[src/hw/rtl/fwa_pkg.sv]
// Shared types, constants and the elaboration-time Fermi table builder
// for the Fermi weight accumulator. No dependencies.
package fwa_pkg;

    localparam int ENERGY_W  = 32;
    localparam int CFG_W     = 24;
    localparam int WEIGHT_W  = 17;
    localparam int SUM_W     = 37;
    localparam int COUNT_W   = 21;
    localparam int CFG_IDX_W = 8;
    localparam int FRAC_W    = 21;

    localparam logic [WEIGHT_W-1:0] ONE_Q16   = 17'd65536;
    localparam logic [SUM_W-1:0]    SUM_LIMIT = 37'h10_0000_0000;
    localparam longint              SPAN_HALF = 64'sd1048576;

    localparam logic [CFG_W-1:0] BETA_RESET   = 24'd109227;
    localparam logic [CFG_W-1:0] OFFSET_RESET = 24'd0;

    typedef enum logic [CFG_IDX_W-1:0] {
        CFG_BETA   = 8'd0,
        CFG_OFFSET = 8'd1
    } cfg_index_t;

    typedef struct packed {
        logic signed [ENERGY_W-1:0] energy_self;
        logic signed [ENERGY_W-1:0] energy_other;
        logic                       last_sample;
    } sample_t;

    typedef struct packed {
        logic [SUM_W-1:0]   weight_sum;
        logic [COUNT_W-1:0] sample_count;
        logic               overflowed;
    } result_t;

    typedef struct packed {
        logic [WEIGHT_W-1:0] weight;
        logic                last_sample;
    } item_t;

    // Restoring long division; evaluated only while building the table.
    function automatic logic [63:0] build_udiv(input logic [63:0] num, input logic [63:0] den);
        logic [63:0] rem;
        logic [63:0] quo;
        rem = '0;
        quo = '0;
        for (int i = 63; i >= 0; i--) begin
            rem = {rem[62:0], num[i]};
            if (rem >= den) begin
                rem    = rem - den;
                quo[i] = 1'b1;
            end
        end
        return quo;
    endfunction

    // Sigmoid point 1/(1+exp(x)) in Q1.16 for x in Q16.16.
    function automatic logic [WEIGHT_W-1:0] fermi_point(input longint xq);
        logic [63:0] a;
        logic [63:0] y;
        logic [63:0] term;
        logic [63:0] even;
        logic [63:0] odd;
        logic [63:0] e;
        logic [63:0] w;
        logic [63:0] one_q30;
        one_q30 = 64'd1 << 30;
        a    = (xq < 0) ? 64'(-xq) : 64'(xq);
        y    = a << 10;
        term = one_q30;
        even = one_q30;
        odd  = '0;
        for (int n = 1; n <= 24; n++) begin
            term = build_udiv((term * y) >> 30, 64'(n));
            if (n % 2 == 1)
                odd = odd + term;
            else
                even = even + term;
        end
        e = (even > odd) ? even - odd : 64'd0;
        for (int k = 0; k < 4; k++)
            e = (e * e) >> 30;
        w = build_udiv((e << 16) + ((one_q30 + e) >> 1), one_q30 + e);
        return (xq < 0) ? WEIGHT_W'(64'd65536 - w) : WEIGHT_W'(w);
    endfunction

endpackage

[src/hw/rtl/fwa_back.sv]
// Back end: saturating accumulation of weights and sample count, and
// emission of the result on the last sample. Depends on fwa_pkg.
module fwa_back
    import fwa_pkg::*;
#(
    parameter int COUNT_LOG2 = 20
) (
    input  logic    clk,
    input  logic    rst_n,
    input  logic    item_ready,
    input  item_t   item,
    output logic    item_pop,
    input  logic    res_full,
    output logic    res_push,
    output result_t res
);

    localparam int CW = COUNT_LOG2 + 1;
    localparam logic [CW-1:0] COUNT_LIMIT = CW'(1) << COUNT_LOG2;

    logic [SUM_W-1:0] sum_reg, sum_next;
    logic [CW-1:0]    count_reg, count_next;
    logic             sat_reg, sat_next;
    logic [SUM_W:0]   sum_add;
    logic [SUM_W-1:0] sum_new;
    logic [CW-1:0]    count_new;
    logic             sat_new;

    assign item_pop = item_ready && !res_full;
    assign sum_add  = {1'b0, sum_reg} + (SUM_W+1)'(item.weight);

    always_comb
    begin
        sat_new = sat_reg;
        if (sum_add > (SUM_W+1)'(SUM_LIMIT))
        begin
            sum_new = SUM_LIMIT;
            sat_new = 1'b1;
        end
        else
        begin
            sum_new = SUM_W'(sum_add);
        end
        if (count_reg >= COUNT_LIMIT)
        begin
            count_new = COUNT_LIMIT;
            sat_new   = 1'b1;
        end
        else
        begin
            count_new = count_reg + CW'(1);
        end

        sum_next   = sum_reg;
        count_next = count_reg;
        sat_next   = sat_reg;
        if (item_pop)
        begin
            if (item.last_sample)
            begin
                sum_next   = '0;
                count_next = '0;
                sat_next   = 1'b0;
            end
            else
            begin
                sum_next   = sum_new;
                count_next = count_new;
                sat_next   = sat_new;
            end
        end
    end

    assign res_push         = item_pop && item.last_sample;
    assign res.weight_sum   = sum_new;
    assign res.sample_count = COUNT_W'(count_new);
    assign res.overflowed   = sat_new;

    always_ff @(posedge clk or negedge rst_n)
    begin
        if (!rst_n)
        begin
            sum_reg   <= '0;
            count_reg <= '0;
            sat_reg   <= 1'b0;
        end
        else
        begin
            sum_reg   <= sum_next;
            count_reg <= count_next;
            sat_reg   <= sat_next;
        end
    end

    a_sum_bound: assert property (@(posedge clk) disable iff (!rst_n)
        sum_reg <= SUM_LIMIT)
        else $error("running sum above limit");

    a_count_bound: assert property (@(posedge clk) disable iff (!rst_n)
        count_reg <= COUNT_LIMIT)
        else $error("running count above limit");

    a_clear_after_last: assert property (@(posedge clk) disable iff (!rst_n)
        res_push |=> (sum_reg == '0 && count_reg == '0 && !sat_reg))
        else $error("state not cleared after last sample");

endmodule

[config.mk]
export PLATFORM = sky130hd
export DESIGN_NAME = fwa_back
export DESIGN_NICKNAME = d
export VERILOG_FILES = /design/src/hw/rtl/fwa_pkg.sv /design/src/hw/rtl/fwa_back.sv
export SDC_FILE = /design/constraint.sdc
export NUM_CORES = 1
export LEC_CHECK = 0
export BUFFER_PORTS_ARGS = -buffer_cell sky130_fd_sc_hd__clkbuf_2
export CAP_MARGIN = 40
export CORE_ASPECT_RATIO = 0.7
export CORE_UTILIZATION = 40
export DETAILED_ROUTE_END_ITERATION = 7
export PLACE_DENSITY = 0.71
export SKIP_CTS_REPAIR_TIMING = 1
export SLEW_MARGIN = 20
export SYNTH_ARGS = -nofsm -noshare
export SYNTH_HDL_FRONTEND = slang
export SYNTH_SLANG_ARGS = --single-unit
export TNS_END_PERCENT = 5
[constraint.sdc]
create_clock -name clk -period 4.19 [get_ports clk]
set_clock_uncertainty 0.05 [all_clocks]
set_input_delay 0.419 -clock clk [delete_from_list [all_inputs] [get_ports clk]]
set_output_delay 0.419 -clock clk [all_outputs]
set_load 0.005 [all_outputs]
==> flow_summary.toml <==
[power]
power.total_mw = 3.35
cellLeakagePower_nw = 2.97
p_sw_share_pct = 44.3
clkPwrFrac_pct = 21.7
pwr-share-comb_pct = 56.9
max-vdd-ir-drop_uv = 298
p_sw_mw = 1.48
power.internal_mw = 1.87
pwr_density_cell_nw_per_um2 = 497
p_seq_share_pct = 21.4

[placed_design]
numPortBuffers = 82
postPlaceCellArea_um2 = 6320
dpl.hpwl_um = 13700
place.gp.congestion = 1.04

[flow_run]
max_cap_violations = 0

[floorplan]
io_pins = 83
die_x_um = 142
core_area_um2 = 13200
num_rows = 35
die_area_um2 = 14100
die_y_um = 99.7
start_util_pct = 41.3

[yosys]
synthTopCellsByCount = "nor2_1, nand2_1, dfrtp_1"
synth_area_um2 = 5460
synth_flop_cell = "dfrtp_1"
synth_top_cell_by_area = "dfrtp_1"
yosysMostFrequentCell = "nor2_1"
synthArstFlopShare_pct = 100
syn-num-nets = 713
synthTopCellsByArea = "dfrtp_1, nor2_1, nand2_1"
ys_seq_area_share_pct = 27.1
yosys_register_bits = 59
synth.top_cell.area_share_pct = 27.1
yosysWarnings = 0
synth_cells = 671
avgSynthCellArea_um2 = 8.13
synth.distinct_cells = 86
synth_edf_count = 0

[worst_setup_path]
start_kind = "flop"
cp_max_fo = 5
crit_path_end_kind = "output port"
path_class = "reg -> out"
max_stage_delay_ps = 420
arrival_ps = 3710
cp_cell_sequence = "ha_1 -> a211o_1 -> a211oi_4 -> o21ai_2 -> a221o_1 -> or3_1 -> nor4b_2 -> a21boi_2 -> or3_1 -> clkbuf_2"
startpoint = "sum_reg[1]"
crit_buf_inv = 1
slowest_stage = "a211oi_4"
cp_top_family = "compound AO/OA/AOI/OAI gates"
r2r_start = "sum_reg[3]"
cpMostUsedCell = "or3_1"
required_ps = 3720

[cts]
cts-buffers-inserted = 9
cts_tree = "built"
cts-root-buf = "clkbuf_16"
clkSlewWorstSetupHoldPaths_ps = 60
cts_max_level = 3
cts.sinks = 59
insertion_delay_ps = 340
cts_buffer_depth = 2

[layout]
filler_cell_count = 1294
drive_gt1_share_pct = 26.6
antenna_cells = 0
final_nets = 816
synthToLayoutAreaGrowth_pct = 23.5
largest_register_ffs = 37
fin_area_um2 = 6740

[global_route]
grt_pass1_wl_um = 27800
grt_pass1_vias = 5075
grt_max_degree = 53
gr-total-overflow = 0
antenna_found_initial = 0
globalRouteTotalUtil_pct = 25.4

[sta]
max_freq_ghz = 0.239
min_period_over_period_pct = 99.8
period_needed_ps = 4180
holdWs_ps = -27.8
hold_violations = 16
worst_pin_slew_ps = 701
setup_viol = 0
slew_headroom_pct = 53.0
slew_violations = 0
rsz0062_at_grt = "true"

[outcome]
run_status = "complete, but fails checks"
violations = "negative hold slack"

[detailed_routing]
vias_per_cell = 5.91
wire_per_inst_um = 18.2
wirelength_um = 17600
dr.pass1.iters = 6
drt-initial-drc-count = 587
drc = 0
vias = 5693
drtAntennaViolNets = 0

[hold_path]
min_path_type = "in -> async"
-- per-layer routing --
metal | vias to the layer above | track usage [%] | share of wire (%)
met3 | 24 | 5.20 | 9.4
met5 | - | 0 | 0
met2 | 280 | 34.1 | 39
met4 | 0 | 6.70 | 1.5
li1 | 2713 | - | -
met1 | 2676 | 40.0 | 50
-- through the flow --
stage                     hold WS (ps)  utilization (%)  std cells  setup slack [ps]  setup TNS [ps]
after floorplan                   73.4                -        671               410               0
after global placement             345             47.5        943              66.4               0
after detailed placement           346             47.8        945              43.1               0
after CTS                        -10.7             50.0        961              -182           -3540
after global routing              19.0             51.0        964              -144           -2420
final                            -27.8             51.0        964              7.22               0
-- final timing paths --
kind                                 endpoint  slack (ps)  cells past startpoint
worst max-delay path                   res[0]           7                     10
worst min-delay path              sum_reg[15]         -30                      1
worst max register to register    sum_reg[14]         320                     13
worst min register to register    sum_reg[10]         430                      2
max in group asynchronous       count_reg[12]        3170                      2
min in group clk                  sum_reg[10]         430                      2
-- worst register-to-register path, stage by stage (launching register included) --
cell and delay [ps]:
dfrtp_1 380, ha_1 360, o211ai_1 170, buf_4 190, o211a_1 260, o21a_4 280
o21ai_2 340, nor4b_2 350, mux2_2 390, buf_4 220, nor2_1 270, a21oi_2 60
buf_4 230, o31ai_1 230
-- area by class of cell --
| cell class | instances | area [um2] | area share [%] |
|---|---|---|---|
| multi-input combinational | 545 | 3790 | 56.2 |
| sequential | 59 | 1480 | 21.9 |
| timing repair buffer | 142 | 897 | 13.3 |
| clock buffer | 10 | 239 | 3.54 |
| tap | 185 | 231 | 3.43 |
| inverter | 17 | 63.8 | 0.946 |
| clock inverter | 6 | 48.8 | 0.724 |
-- kinds of logic after synthesis --
group / after synthesis / synth area share (%)
xor+xnor: 42 / 6.88
flops: 59 / 27.1
buf+inv: 67 / 5.59
compound gates: 192 / 27.8
simple gates: 288 / 27.4
mux: 3 / 0.573
fa+ha+maj: 20 / 4.72
-- cell usage in the layout (no fill, tap or decap), types with 26 or more instances in the layout --
cell,netlist,routed
clkbuf_2,0,82
dfrtp_1,59,59
o21ai_0,27,26
a21oi_1,26,26
o31ai_1,26,26
nand2_1,77,77
nor2_1,82,81
buf_4,4,57
-- power by group through the flow --
| stage | combinational (mW) | sequential, mW | clock, mW |
|---|---|---|---|
| 2_1_floorplan | 1.11 | 0.687 | 0 |
| 3_3_place_gp | 1.77 | 0.724 | 0 |
| 3_5_place_dp | 1.78 | 0.724 | 0 |
| 4_1_cts | 1.79 | 0.714 | 0.737 |
| 5_1_grt | 2.05 | 0.726 | 0.769 |
| 6_report | 1.91 | 0.718 | 0.725 |
Note: power is estimated with default switching activity, not from simulation.
