**config.mk**
```make
export PLATFORM = sky130hd
export DESIGN_NAME = fwa_fifo
export DESIGN_NICKNAME = d
export VERILOG_FILES = /design/src/hw/rtl/fwa_fifo.sv
export SDC_FILE = /design/constraint.sdc
export NUM_CORES = 1
export LEC_CHECK = 0
export ABC_AREA = 1
export BUFFER_PORTS_ARGS = -buffer_cell sky130_fd_sc_hd__buf_2
export CORE_MARGIN = 2
export CORE_UTILIZATION = 60
export CTS_CLUSTER_DIAMETER = 60
export CTS_CLUSTER_SIZE = 28
export DETAILED_ROUTE_END_ITERATION = 12
export PLACE_DENSITY_LB_ADDON = 0.05
export SYNTH_ARGS = -nofsm -noshare
export SYNTH_HDL_FRONTEND = slang
export SYNTH_SLANG_ARGS = --single-unit
```
**constraint.sdc**
```tcl
create_clock -name clk -period 3.3 [get_ports clk]
set_input_delay 0.33 -clock clk [delete_from_list [all_inputs] [get_ports clk]]
set_output_delay 0.33 -clock clk [all_outputs]
set_load 0.05 [all_outputs]
```
**src/hw/rtl/fwa_fifo.sv**
```systemverilog
// Small register FIFO used as the item queue and the result queue.
// Depends on nothing.
module fwa_fifo #(
    parameter int WIDTH = 18,
    parameter int DEPTH = 8
) (
    input  logic             clk,
    input  logic             rst_n,
    input  logic             push,
    input  logic [WIDTH-1:0] wdata,
    output logic             full,
    input  logic             pop,
    output logic [WIDTH-1:0] rdata,
    output logic             empty
);

    localparam int AW = (DEPTH > 1) ? $clog2(DEPTH) : 1;
    localparam int LW = $clog2(DEPTH + 1);

    logic [WIDTH-1:0] mem [DEPTH];
    logic [AW-1:0]    wr_ptr_reg, wr_ptr_next;
    logic [AW-1:0]    rd_ptr_reg, rd_ptr_next;
    logic [LW-1:0]    level_reg, level_next;
    logic             do_push;
    logic             do_pop;

    assign full    = (level_reg == LW'(DEPTH));
    assign empty   = (level_reg == '0);
    assign do_push = push && !full;
    assign do_pop  = pop && !empty;
    assign rdata   = mem[rd_ptr_reg];

    always_comb
    begin
        wr_ptr_next = wr_ptr_reg;
        rd_ptr_next = rd_ptr_reg;
        if (do_push)
            wr_ptr_next = (wr_ptr_reg == AW'(DEPTH - 1)) ? '0 : wr_ptr_reg + AW'(1);
        if (do_pop)
            rd_ptr_next = (rd_ptr_reg == AW'(DEPTH - 1)) ? '0 : rd_ptr_reg + AW'(1);
        level_next = level_reg + LW'(do_push) - LW'(do_pop);
    end

    always_ff @(posedge clk or negedge rst_n)
    begin
        if (!rst_n)
        begin
            wr_ptr_reg <= '0;
            rd_ptr_reg <= '0;
            level_reg  <= '0;
        end
        else
        begin
            wr_ptr_reg <= wr_ptr_next;
            rd_ptr_reg <= rd_ptr_next;
            level_reg  <= level_next;
        end
    end

    always_ff @(posedge clk)
    begin
        if (do_push)
            mem[wr_ptr_reg] <= wdata;
    end

    a_no_overflow: assert property (@(posedge clk) disable iff (!rst_n)
        push |-> !full)
        else $error("fifo push while full");

    a_level_bound: assert property (@(posedge clk) disable iff (!rst_n)
        level_reg <= LW'(DEPTH))
        else $error("fifo level out of range");

endmodule

```
==> results of run 1 <==
## Yosys cell counts, drive strengths merged
cell type / n
a21oi: 1
buf: 26
dfrtp: 10
edfxtp: 144
fa: 1
ha: 10
inv: 163
nand2: 250
nand3: 76
nor2: 1
nor3: 8
o21ai: 5
xnor2: 1
xor2: 1
## metrics by stage
stage               setup WS [ps]  hold WS (ps)  total power (W)
floorplan                     708          34.4          0.00502
global placement              994           202          0.00557
detailed placement            893           210          0.00565
CTS                           704           161          0.00738
global route                  571           173          0.00777
finish                        733           174          0.00733
## cell type report
type                            count  area [sq um]
Fill cell                         868          3550
Clock inverter                     11          80.1
Clock buffer                       21           440
Inverter                          163           614
Tap cell                          143           179
Timing Repair Buffer               58           335
Multi-Input combinational cell    354          1600
Sequential cell                   154          4580
## cells in the final DEF, fill, tap and decap left out
cell type	Yosys	layout
clkinv_2	0	3
buf_2	6	41
bufinv_16	0	1
o21ai_0	5	5
nor3_2	0	8
nand3_1	76	76
ha_1	10	10
clkinv_1	0	5
clkinv_4	0	1
clkinvlp_4	0	1
inv_2	2	2
nand2_1	250	250
buf_4	5	16
dfrtp_2	0	1
clkbuf_1	0	4
clkbuf_16	0	17
xnor2_1	1	1
inv_1	160	160
a21oi_1	1	1
edfxtp_1	144	144
xor2_1	1	1
inv_4	1	1
dlygate4sd3_1	0	1
fa_1	1	1
nor2_1	1	1
dfrtp_1	10	9
## final timing paths
kind	start	endpoint	slack [ps]	cells past startpoint
worst max-delay path	rd_ptr_reg[0]$_DFFE_PN0P_	rdata[8]	730	8
worst min-delay path	wdata[11]	mem[5][11]$_DFFE_PP_	170	1
worst max register to register	level_reg[2]$_DFF_PN0_	level_reg[2]$_DFF_PN0_	880	10
worst min register to register	level_reg[0]$_DFF_PN0_	level_reg[0]$_DFF_PN0_	520	1
max in group asynchronous	rst_n	rd_ptr_reg[0]$_DFFE_PN0P_	2780	2
min in group asynchronous	rst_n	rd_ptr_reg[1]$_DFFE_PN0P_	300	2
## what timing repair did
item                                    CTS  global route
endpoints found under the hold margin    10             0
endpoints found under the setup margin    0             0
resized for setup                         0             0
setup buffers                             0             0
hold buffers                              1             0
## metal layers
layer / up-vias / track usage, % / share of wire, %
met5: - / 0 / 0
met4: 0 / 10.1 / 2.5
met3: 34 / 6.10 / 4.8
met2: 110 / 38.5 / 48
met1: 2135 / 30.3 / 44
li1: 2267 / - / -
## kinds of logic (layout without fill, tap and decap cells)
| logic type | after synthesis | after routing | synth area share [%] |
|---|---|---|---|
| AOI/OAI and AO/OA | 6 | 6 | 0.430 |
| xor gates and xnor gates | 2 | 2 | 0.251 |
| adders and majority gates | 11 | 11 | 2.08 |
| buffers and inverters | 189 | 253 | 12.2 |
| DFF | 154 | 154 | 65.5 |
| and+or+nand+nor | 335 | 335 | 19.5 |
## power by group
group          internal (W)  switching [W]  total (W)
sequential          0.00246       0.000117    0.00258
clock               0.00102       0.000709    0.00173
combinational      0.000771        0.00225    0.00302
total               0.00425        0.00307    0.00733
## critical path: stages (launching register included)
cell	delay, ps
dfrtp_2	400
inv_2	470
buf_4	360
nand2_1	80
nand3_1	80
nand2_1	70
nand2_1	50
nand2_1	80
buf_2	210
==> impl_metrics.env, run 1 <==
export IMPL_netlist_area_sq_um=6980
export IMPL_cp_required_ps=2970
export IMPL_cts_buffers=17
export IMPL_irDropWorstVdd_v=0.000571
export IMPL_rsz0062_at_grt="no"
export IMPL_vias_per_cell=5.03
export IMPL_period_needed_ps=2570
export IMPL_largest_register_ffs=144
export IMPL_place_hpwl_um=7640
export IMPL_ios=42
export IMPL_routedWlPerCell_um=15.1
export IMPL_outcome="completed"
export IMPL_dp_cells=871
export IMPL_min_period_over_period_pct=77.8
export IMPL_cts_sinks=154
export IMPL_clk_path_buf_depth=2
export IMPL_setup_viol=0
export IMPL_overflow=0
export IMPL_dieArea_sq_um=12500
export IMPL_num_nets_final=781
export IMPL_syn_nets=730
export IMPL_yosysSeqAreaShare_pct=65.5
export IMPL_grt_max_degree=75
export IMPL_rows=39
export IMPL_syn_instance_count=697
export IMPL_vias=4546
export IMPL_startpoint_type="flop"
export IMPL_area_delta_synth_final_pct=12.0
export IMPL_finalInstanceArea_sq_um=7820
export IMPL_drv_slew=0
export IMPL_cts_htree_levels=4
export IMPL_end_kind="primary output"
export IMPL_gp_congestion=0.764
export IMPL_yosysUniqueCellTypes=18
export IMPL_dieHeight_um=112
export IMPL_start_util_pct=61.4
export IMPL_max_cap_violations=0
export IMPL_dr_pass1_iters=5
export IMPL_wl_um=13600
export IMPL_drc=0
export IMPL_synthTopCellsByArea="edfxtp_1 (62%), nand2_1 (13%), inv_1 (8.6%)"
export IMPL_leakagePower_nw=3.73
export IMPL_cp_arrival_ps=2240
export IMPL_antenna_cells=0
export IMPL_synth_avg_cell_area_sq_um=10.0
export IMPL_grt_pass1_vias=4562
export IMPL_cts_tree="built"
export IMPL_dieWidth_um=112
export IMPL_worstSetupPathType="flop to primary output"
export IMPL_placed_cell_area_sq_um=7290
export IMPL_finalClockSkew_ps=4.27
export IMPL_critical_path_peak_fanout=35
export IMPL_fmax_mhz=390
export IMPL_relSlewSlack_pct=44.8
export IMPL_netlist_top_cell_by_area="edfxtp_1"
export IMPL_antenna_found_initial=0
export IMPL_synth_seq_cells=154
export IMPL_insertion_delay_ps=420
export IMPL_yosysWarnings=0
export IMPL_ant_nets=0
export IMPL_layout_cells_non_filler=904
export IMPL_setup_tns_ps=0
export IMPL_cts_root_buffer="clkbuf_16"
export IMPL_hold_path_class="primary input to flop"
export IMPL_port_buffer_count=41
export IMPL_netlist_area_leader_share_pct=61.9
export IMPL_tightest_slew_ps=827
export IMPL_core_sq_um=11400
export IMPL_path_clk_slew_ps=60
export IMPL_hold_violations=0
export IMPL_post_route_util_pct=68.8
export IMPL_layout_drive_gt1_share_pct=12.1
export IMPL_grtUsageTotal_pct=23.6
export IMPL_grt_pass1_wl_um=22500
export IMPL_powerDensity_nw_per_um2=937
export IMPL_drt_iter0_markers=265
(Power assumes the default switching activity.)
==> run 2, diff against run 1 <==
--- a/config.mk
+++ b/config.mk
@@ -5,10 +5,10 @@
 export SDC_FILE = /design/constraint.sdc
 export NUM_CORES = 1
 export LEC_CHECK = 0
-export ABC_AREA = 1
+export ABC_AREA = 0
 export BUFFER_PORTS_ARGS = -buffer_cell sky130_fd_sc_hd__buf_2
 export CORE_MARGIN = 2
-export CORE_UTILIZATION = 60
+export CORE_UTILIZATION = 54
 export CTS_CLUSTER_DIAMETER = 60
 export CTS_CLUSTER_SIZE = 28
 export DETAILED_ROUTE_END_ITERATION = 12
==> constraint.sdc (replaced) <==
create_clock -name clk -period 2.2 [get_ports clk]
set_input_delay 0.22 -clock clk [delete_from_list [all_inputs] [get_ports clk]]
set_output_delay 0.22 -clock clk [all_outputs]
set_load 0.05 [all_outputs]
==> run 2 against run 1 <==
  * The flow now finishes with violations (setup timing)
  * Critical path type unchanged
  * Worst hold slack lost 100 ps
  * Sequential share of layout area grew 0.90 points
  * Wire length shrank 15%
  * Clock-buffer cell count shrank 3
  * Register-to-register slack lost 830 ps
  * Cell count shrank 44%
  * Global-route usage shrank 3.6 points
  * Synthesized cell count shrank 62%
  * Critical path depth shrank 3
  * Flip-flop and latch count is the same
==> impl_metrics.env, run 2 <==
export IMPL_path_clk_slew_ps=60
export IMPL_cts_root_buffer="clkbuf_16"
export IMPL_relSlewSlack_pct=62.2
export IMPL_leakagePower_nw=2.76
export IMPL_placed_cell_area_sq_um=6790
export IMPL_largest_register_ffs=144
export IMPL_insertion_delay_ps=410
export IMPL_vias_per_cell=5.71
export IMPL_max_cap_violations=0
export IMPL_layout_drive_gt1_share_pct=50.7
export IMPL_ios=42
export IMPL_start_util_pct=56.0
export IMPL_setup_viol=18
export IMPL_drv_slew=0
export IMPL_rsz0062_at_grt="yes"
export IMPL_netlist_area_leader_share_pct=70.2
export IMPL_clk_path_buf_depth=2
export IMPL_cp_top_family="multiplexers"
export IMPL_yosysUniqueCellTypes=27
export IMPL_cts_sinks=154
export IMPL_area_delta_synth_final_pct=25.1
export IMPL_cp_arrival_ps=2070
export IMPL_seqCellArea_sq_um=4580
export IMPL_multiInputGateArea_sq_um=1540
export IMPL_fmax_mhz=436
export IMPL_grt_pass1_vias=3070
export IMPL_crit_reg2reg_capture="level_reg[1]$_DFF_PN0_"
export IMPL_whs_endpoint="mem[3][10]$_DFFE_PP_"
export IMPL_grt_max_degree=21
export IMPL_rows=38
export IMPL_wl_um=11600
export IMPL_yosysWarnings=0
export IMPL_slowest_delay_ps=520
export IMPL_layout_cells_non_filler=507
export IMPL_vias=2893
export IMPL_drt_iter0_markers=199
export IMPL_dp_cells=462
export IMPL_gp_congestion=0.706
export IMPL_synthArstFlopShare_pct=6.49
export IMPL_synthTopCellsByArea="edfxtp_1 (70%), mux4_2 (9.1%), mux4_1 (4.7%)"
export IMPL_synth_edf_count=144
export IMPL_min_period_over_period_pct=104
export IMPL_antenna_cells=0
export IMPL_period_needed_ps=2290
export IMPL_ant_nets=0
export IMPL_core_sq_um=11000
export IMPL_worstSetupPathType="flop to primary output"
export IMPL_rrSetupSlack_ps=50
export IMPL_nFillCells=677
export IMPL_critical_path_peak_fanout=6
export IMPL_port_buffer_count=41
export IMPL_dieHeight_um=111
export IMPL_design_power_total_w=0.0121
export IMPL_cp_buffers_inverters=3
export IMPL_dieWidth_um=111
export IMPL_post_route_util_pct=70.1
export IMPL_irDropWorstVdd_v=0.00123
export IMPL_synth_seq_cells=154
export IMPL_crit_top_cell="buf_12"
export IMPL_drc=0
export IMPL_syn_instance_count=267
export IMPL_routedWlPerCell_um=23.0
export IMPL_cts_buffers=17
export IMPL_violations="setup timing"
export IMPL_layout_commonest_cell="edfxtp_1"
export IMPL_ys_flop_type="edfxtp_1"
export IMPL_netlist_area_sq_um=6160
export IMPL_finalInstanceArea_sq_um=7700
export IMPL_cp_required_ps=1980
export IMPL_grtUsageTotal_pct=20.0
export IMPL_place_hpwl_um=6560
export IMPL_setup_tns_ps=-1340
export IMPL_min_path_cells=1
export IMPL_syn_nets=300
export IMPL_startpoint_type="flop"
export IMPL_hold_path_class="primary input to flop"
export IMPL_synth_avg_cell_area_sq_um=23.1
export IMPL_netlist_top_cell_by_area="edfxtp_1"
export IMPL_powerDensity_nw_per_um2=1570
export IMPL_grt_pass1_wl_um=17800
export IMPL_num_nets_final=388
export IMPL_cp_slowest_cell="mux4_2"
export IMPL_yosysSeqAreaShare_pct=74.3
export IMPL_r2r_start="level_reg[2]$_DFF_PN0_"
export IMPL_path_cells="buf_12 > buf_12 > mux4_2 > mux2_4 > buf_6"
export IMPL_antenna_found_initial=0
export IMPL_cts_tree="built"
export IMPL_finalClockSkew_ps=8.43
export IMPL_dieArea_sq_um=12300
export IMPL_setup_ws_ps=-93.2
export IMPL_cts_htree_levels=4
export IMPL_post_synth_top_count_cell="edfxtp_1"
export IMPL_final_cell_mix="edfxtp_1 (144), mux4_2 (36), buf_4 (24), buf_2 (23)"
export IMPL_r2r_cells=10
export IMPL_hold_violations=0
export IMPL_tightest_slew_ps=566
export IMPL_dr_pass1_iters=4
export IMPL_end_kind="primary output"
export IMPL_overflow=0
export IMPL_yosys_top_cells_count="edfxtp_1 (144), mux4_2 (25), mux2_4 (18)"
export IMPL_outcome="finished with violations"
export IMPL_worstHoldStart="wdata[10]"
==> run 2: changes by cell type after synthesis, moves of 11 or more <==
cell,delta
mux4_1,+11
nand3_1,-75
mux4_2,+25
buf_6,-14
inv_1,-151
mux2_4,+18
nand2_1,-248
==> run 2: timing repair <==
action	CTS	global route
pin swaps	0	4
buffers inserted	6	5
hold buffers	1	0
cloned	3	1
endpoints found under the hold margin	10	0
resized for setup	49	21
endpoints found under the setup margin	18	21
==> run 2: cell families after synthesis <==
group / Yosys count / synth area share (%)
compound gates: 2 / 0.203
xor+xnor: 2 / 0.285
simple gates: 19 / 1.61
fa+ha+maj: 11 / 2.36
mux: 60 / 19.3
buf+inv: 19 / 1.91
flops: 154 / 74.3
==> run 2: per-layer routing <==
layer / up-vias / track usage (%) / part of all wire, % / wire length (um)
li1: 1277 / - / - / -
met3: 14 / 4.59 / 3.8 / 445
met1: 1538 / 25.4 / 41 / 4780
met4: 0 / 6.58 / 1.3 / 150
met5: - / 0 / 0 / 0
met2: 64 / 34.6 / 54 / 6270
==> run 2: final cells by class <==
type                    instances  area share (%)
multi-input cells              94            19.9
well taps                     140            2.27
inverters                       9           0.439
flip-flops and latches        154            59.4
repair buffers                 79            10.4
clock buffers                  18            5.57
clock inverters                13            1.98
==> run 2: through the flow <==
stage | hold WS (ps) | setup slack (ps)
after floorplan | -75.6 | -452
after global placement | 91.5 | 86.3
after detailed placement | 95.6 | 34.5
after CTS | 67.3 | -156
after global routing | 80.7 | -149
final | 69.9 | -93.2
==> run 2: where the power goes <==
group          switching [W]  leakage, nW  internal, W
Clock                0.00110        0.277      0.00177
Combinational        0.00268         1.06      0.00261
Sequential          0.000247         1.42      0.00373
Total                0.00402         2.76      0.00810
==> run 2: worst max-delay path by stage <==
stage	from	to	slack, ps	cells past startpoint
2_1_floorplan	level_reg[2]$_DFF_PN0_	mem[2][0]$_DFFE_PP_	-450	5
4_1_cts	rd_ptr_reg[0]$_DFFE_PN0P_	rdata[5]	-160	6
6_report	rd_ptr_reg[0]$_DFFE_PN0P_	rdata[1]	-90	5
3_5_place_dp	level_reg[2]$_DFF_PN0_	level_reg[2]$_DFF_PN0_	30	10
5_1_grt	rd_ptr_reg[0]$_DFFE_PN0P_	rdata[15]	-150	5
3_3_place_gp	level_reg[2]$_DFF_PN0_	level_reg[2]$_DFF_PN0_	90	10
==> run 3, diff against run 2 <==
--- a/config.mk
+++ b/config.mk
@@ -12,7 +12,8 @@
 export CTS_CLUSTER_DIAMETER = 60
 export CTS_CLUSTER_SIZE = 28
 export DETAILED_ROUTE_END_ITERATION = 12
-export PLACE_DENSITY_LB_ADDON = 0.05
+export PLACE_DENSITY = 0.83
+export SLEW_MARGIN = 40
 export SYNTH_ARGS = -nofsm -noshare
 export SYNTH_HDL_FRONTEND = slang
 export SYNTH_SLANG_ARGS = --single-unit
==> run 3 against run 2 <==
  * Total power fell by 4.6%
  * The flow still finishes with violations (setup timing)
  * Worst hold slack improved by 13 ps
  * Worst setup slack got worse by 3.4 ps
  * Critical path type unchanged
  * Via count fell by 1.8%
  * Combinational power fell by 7.2%
  * Global-route usage fell by 0.65 points
  * Cell area fell by 2.6%
  * Clock power fell by 6%
  * Clock-buffer cell count rose by 4
==> impl_metrics.env, run 3 (synthesis gave the netlist of run 2 again) <==
export IMPL_grt_max_degree=31
export IMPL_hold_violations=0
export IMPL_num_nets_final=375
export IMPL_tightest_slew_ps=407
export IMPL_vias_per_cell=5.74
export IMPL_gp_congestion=0.718
export IMPL_overflow=0
export IMPL_setup_viol=16
export IMPL_worstSetupPathType="flop to primary output"
export IMPL_violations="setup timing"
export IMPL_use_met2_pct=33.5
export IMPL_dieWidth_um=111
export IMPL_start_util_pct=56.0
export IMPL_ios=42
export IMPL_finalClockSkew_ps=8.50
export IMPL_dieArea_sq_um=12300
export IMPL_critical_path_peak_fanout=7
export IMPL_area_delta_synth_final_pct=21.9
export IMPL_largest_register_ffs=144
export IMPL_grt_pass1_vias=3013
export IMPL_pre_cts_slack_ps=13.8
export IMPL_period_needed_ps=2300
export IMPL_grt_pass1_wl_um=17100
export IMPL_powerDensity_nw_per_um2=1540
export IMPL_cp_arrival_ps=2080
export IMPL_dp_cells=454
export IMPL_port_buffer_count=41
export IMPL_cts_tree="built"
export IMPL_clk_path_buf_depth=2
export IMPL_layout_cells_non_filler=495
export IMPL_dr_pass1_iters=4
export IMPL_busiest_layer="met2"
export IMPL_final_cell_mix="edfxtp_1 (144), mux4_2 (35), buf_2 (23), buf_6 (19), mux2_4 (18)"
export IMPL_worstHoldStart="wdata[10]"
export IMPL_drt_iter0_markers=207
export IMPL_place_hpwl_um=5870
export IMPL_startpoint_type="flop"
export IMPL_antenna_cells=0
export IMPL_fmax_mhz=435
export IMPL_cp_startpoint="rd_ptr_reg[0]$_DFFE_PN0P_"
export IMPL_antenna_found_initial=0
export IMPL_met1_usage_pct=23.3
export IMPL_drc=0
export IMPL_cp_required_ps=1980
export IMPL_design_power_total_w=0.0116
export IMPL_vias=2841
export IMPL_dieHeight_um=111
export IMPL_hold_ws_ps=82.8
export IMPL_min_period_over_period_pct=104
export IMPL_irDropWorstVdd_v=0.000959
export IMPL_grtUsageTotal_pct=19.4
export IMPL_rsz0062_at_grt="yes"
export IMPL_cts_root_buffer="clkbuf_16"
export IMPL_cts_htree_levels=4
export IMPL_wl_um=11400
export IMPL_core_sq_um=11000
export IMPL_end_kind="primary output"
export IMPL_insertion_delay_ps=410
export IMPL_outcome="finished with violations"
export IMPL_max_cap_violations=0
export IMPL_ant_nets=0
export IMPL_setup_ws_ps=-96.6
export IMPL_hold_path_class="primary input to flop"
export IMPL_rows=38
export IMPL_path_clk_slew_ps=60
export IMPL_cts_sinks=154
export IMPL_leakagePower_nw=2.66
export IMPL_placed_cell_area_sq_um=6730
export IMPL_layout_drive_gt1_share_pct=47.3
export IMPL_layout_commonest_cell="edfxtp_1"
export IMPL_met3_usage_pct=5.03
export IMPL_cts_buffers=17
export IMPL_drv_slew=0
export IMPL_finalInstanceArea_sq_um=7500
export IMPL_routedWlPerCell_um=22.9
export IMPL_r2r_start="level_reg[2]$_DFF_PN0_"
export IMPL_relSlewSlack_pct=72.9
[run 3: cell count changes in the layout (fill, tap and decap cells not counted), moves of 2 or more]
| cell | previous run | this run |
|---|---|---|
| clkbuf_1 | 1 | 5 |
| clkinv_2 | 3 | 7 |
| buf_8 | 5 | 1 |
| nor2_1 | 2 | 5 |
| buf_6 | 13 | 19 |
| clkinvlp_4 | 3 | 1 |
| nor2_2 | 3 | 0 |
| clkinv_1 | 2 | 0 |
| buf_4 | 24 | 12 |
[run 3: area by class of cell]
type / instances / area, sq um
fillers: 633 / 3480
repair buffers: 66 / 644
well taps: 140 / 175
multi-input cells: 94 / 1530
clock buffers: 22 / 444
inverters: 9 / 33.8
flip-flops and latches: 154 / 4580
clock inverters: 10 / 103
[run 3: final timing paths]
path	cells past startpoint	slack (ps)	end
max	5	-100	rdata[7]
min reg2reg	1	540	rd_ptr_reg[1]$_DFFE_PN0P_
max reg2reg	10	10	level_reg[1]$_DFF_PN0_
max in group asynchronous	2	1780	rd_ptr_reg[0]$_DFFE_PN0P_
min in group asynchronous	2	200	level_reg[3]$_DFF_PN0_
min	1	80	mem[5][10]$_DFFE_PP_
[run 3: power breakdown]
group          switching [W]  internal (W)  leakage, nW
registers           0.000253       0.00373         1.42
logic                0.00257       0.00232        0.962
clock network        0.00103       0.00165        0.271
[run 3: critical path: stages (launching register included)]
cell and delay [ps]:
dfrtp_2 480, buf_12 180, buf_12 110, mux4_2 480
mux2_4 270, buf_6 150
[run 3: per-stage QoR]
step | setup TNS [ps] | util, %
global placement | 0 | 61.3
finish | -891 | 68.3
global route | -2170 | 68.3
detailed placement | 0 | 61.3
floorplan | -27890 | -
CTS | -1730 | 68.4
[run 3: what timing repair did]
item                                    4_1_cts  5_1_grt
endpoints found under the hold margin        10        0
endpoints found under the setup margin       18       21
buffers inserted                              6        2
resized for setup                            39       24
gates cloned                                  2        0
pin swaps                                     1        1
hold buffers                                  1        0
[run 3: routing by layer]
layer	vias to the layer above	part of all wire (%)
li1	1253	-
met1	1484	38
met2	87	55
met3	17	4.5
met4	0	2.1
met5	-	0
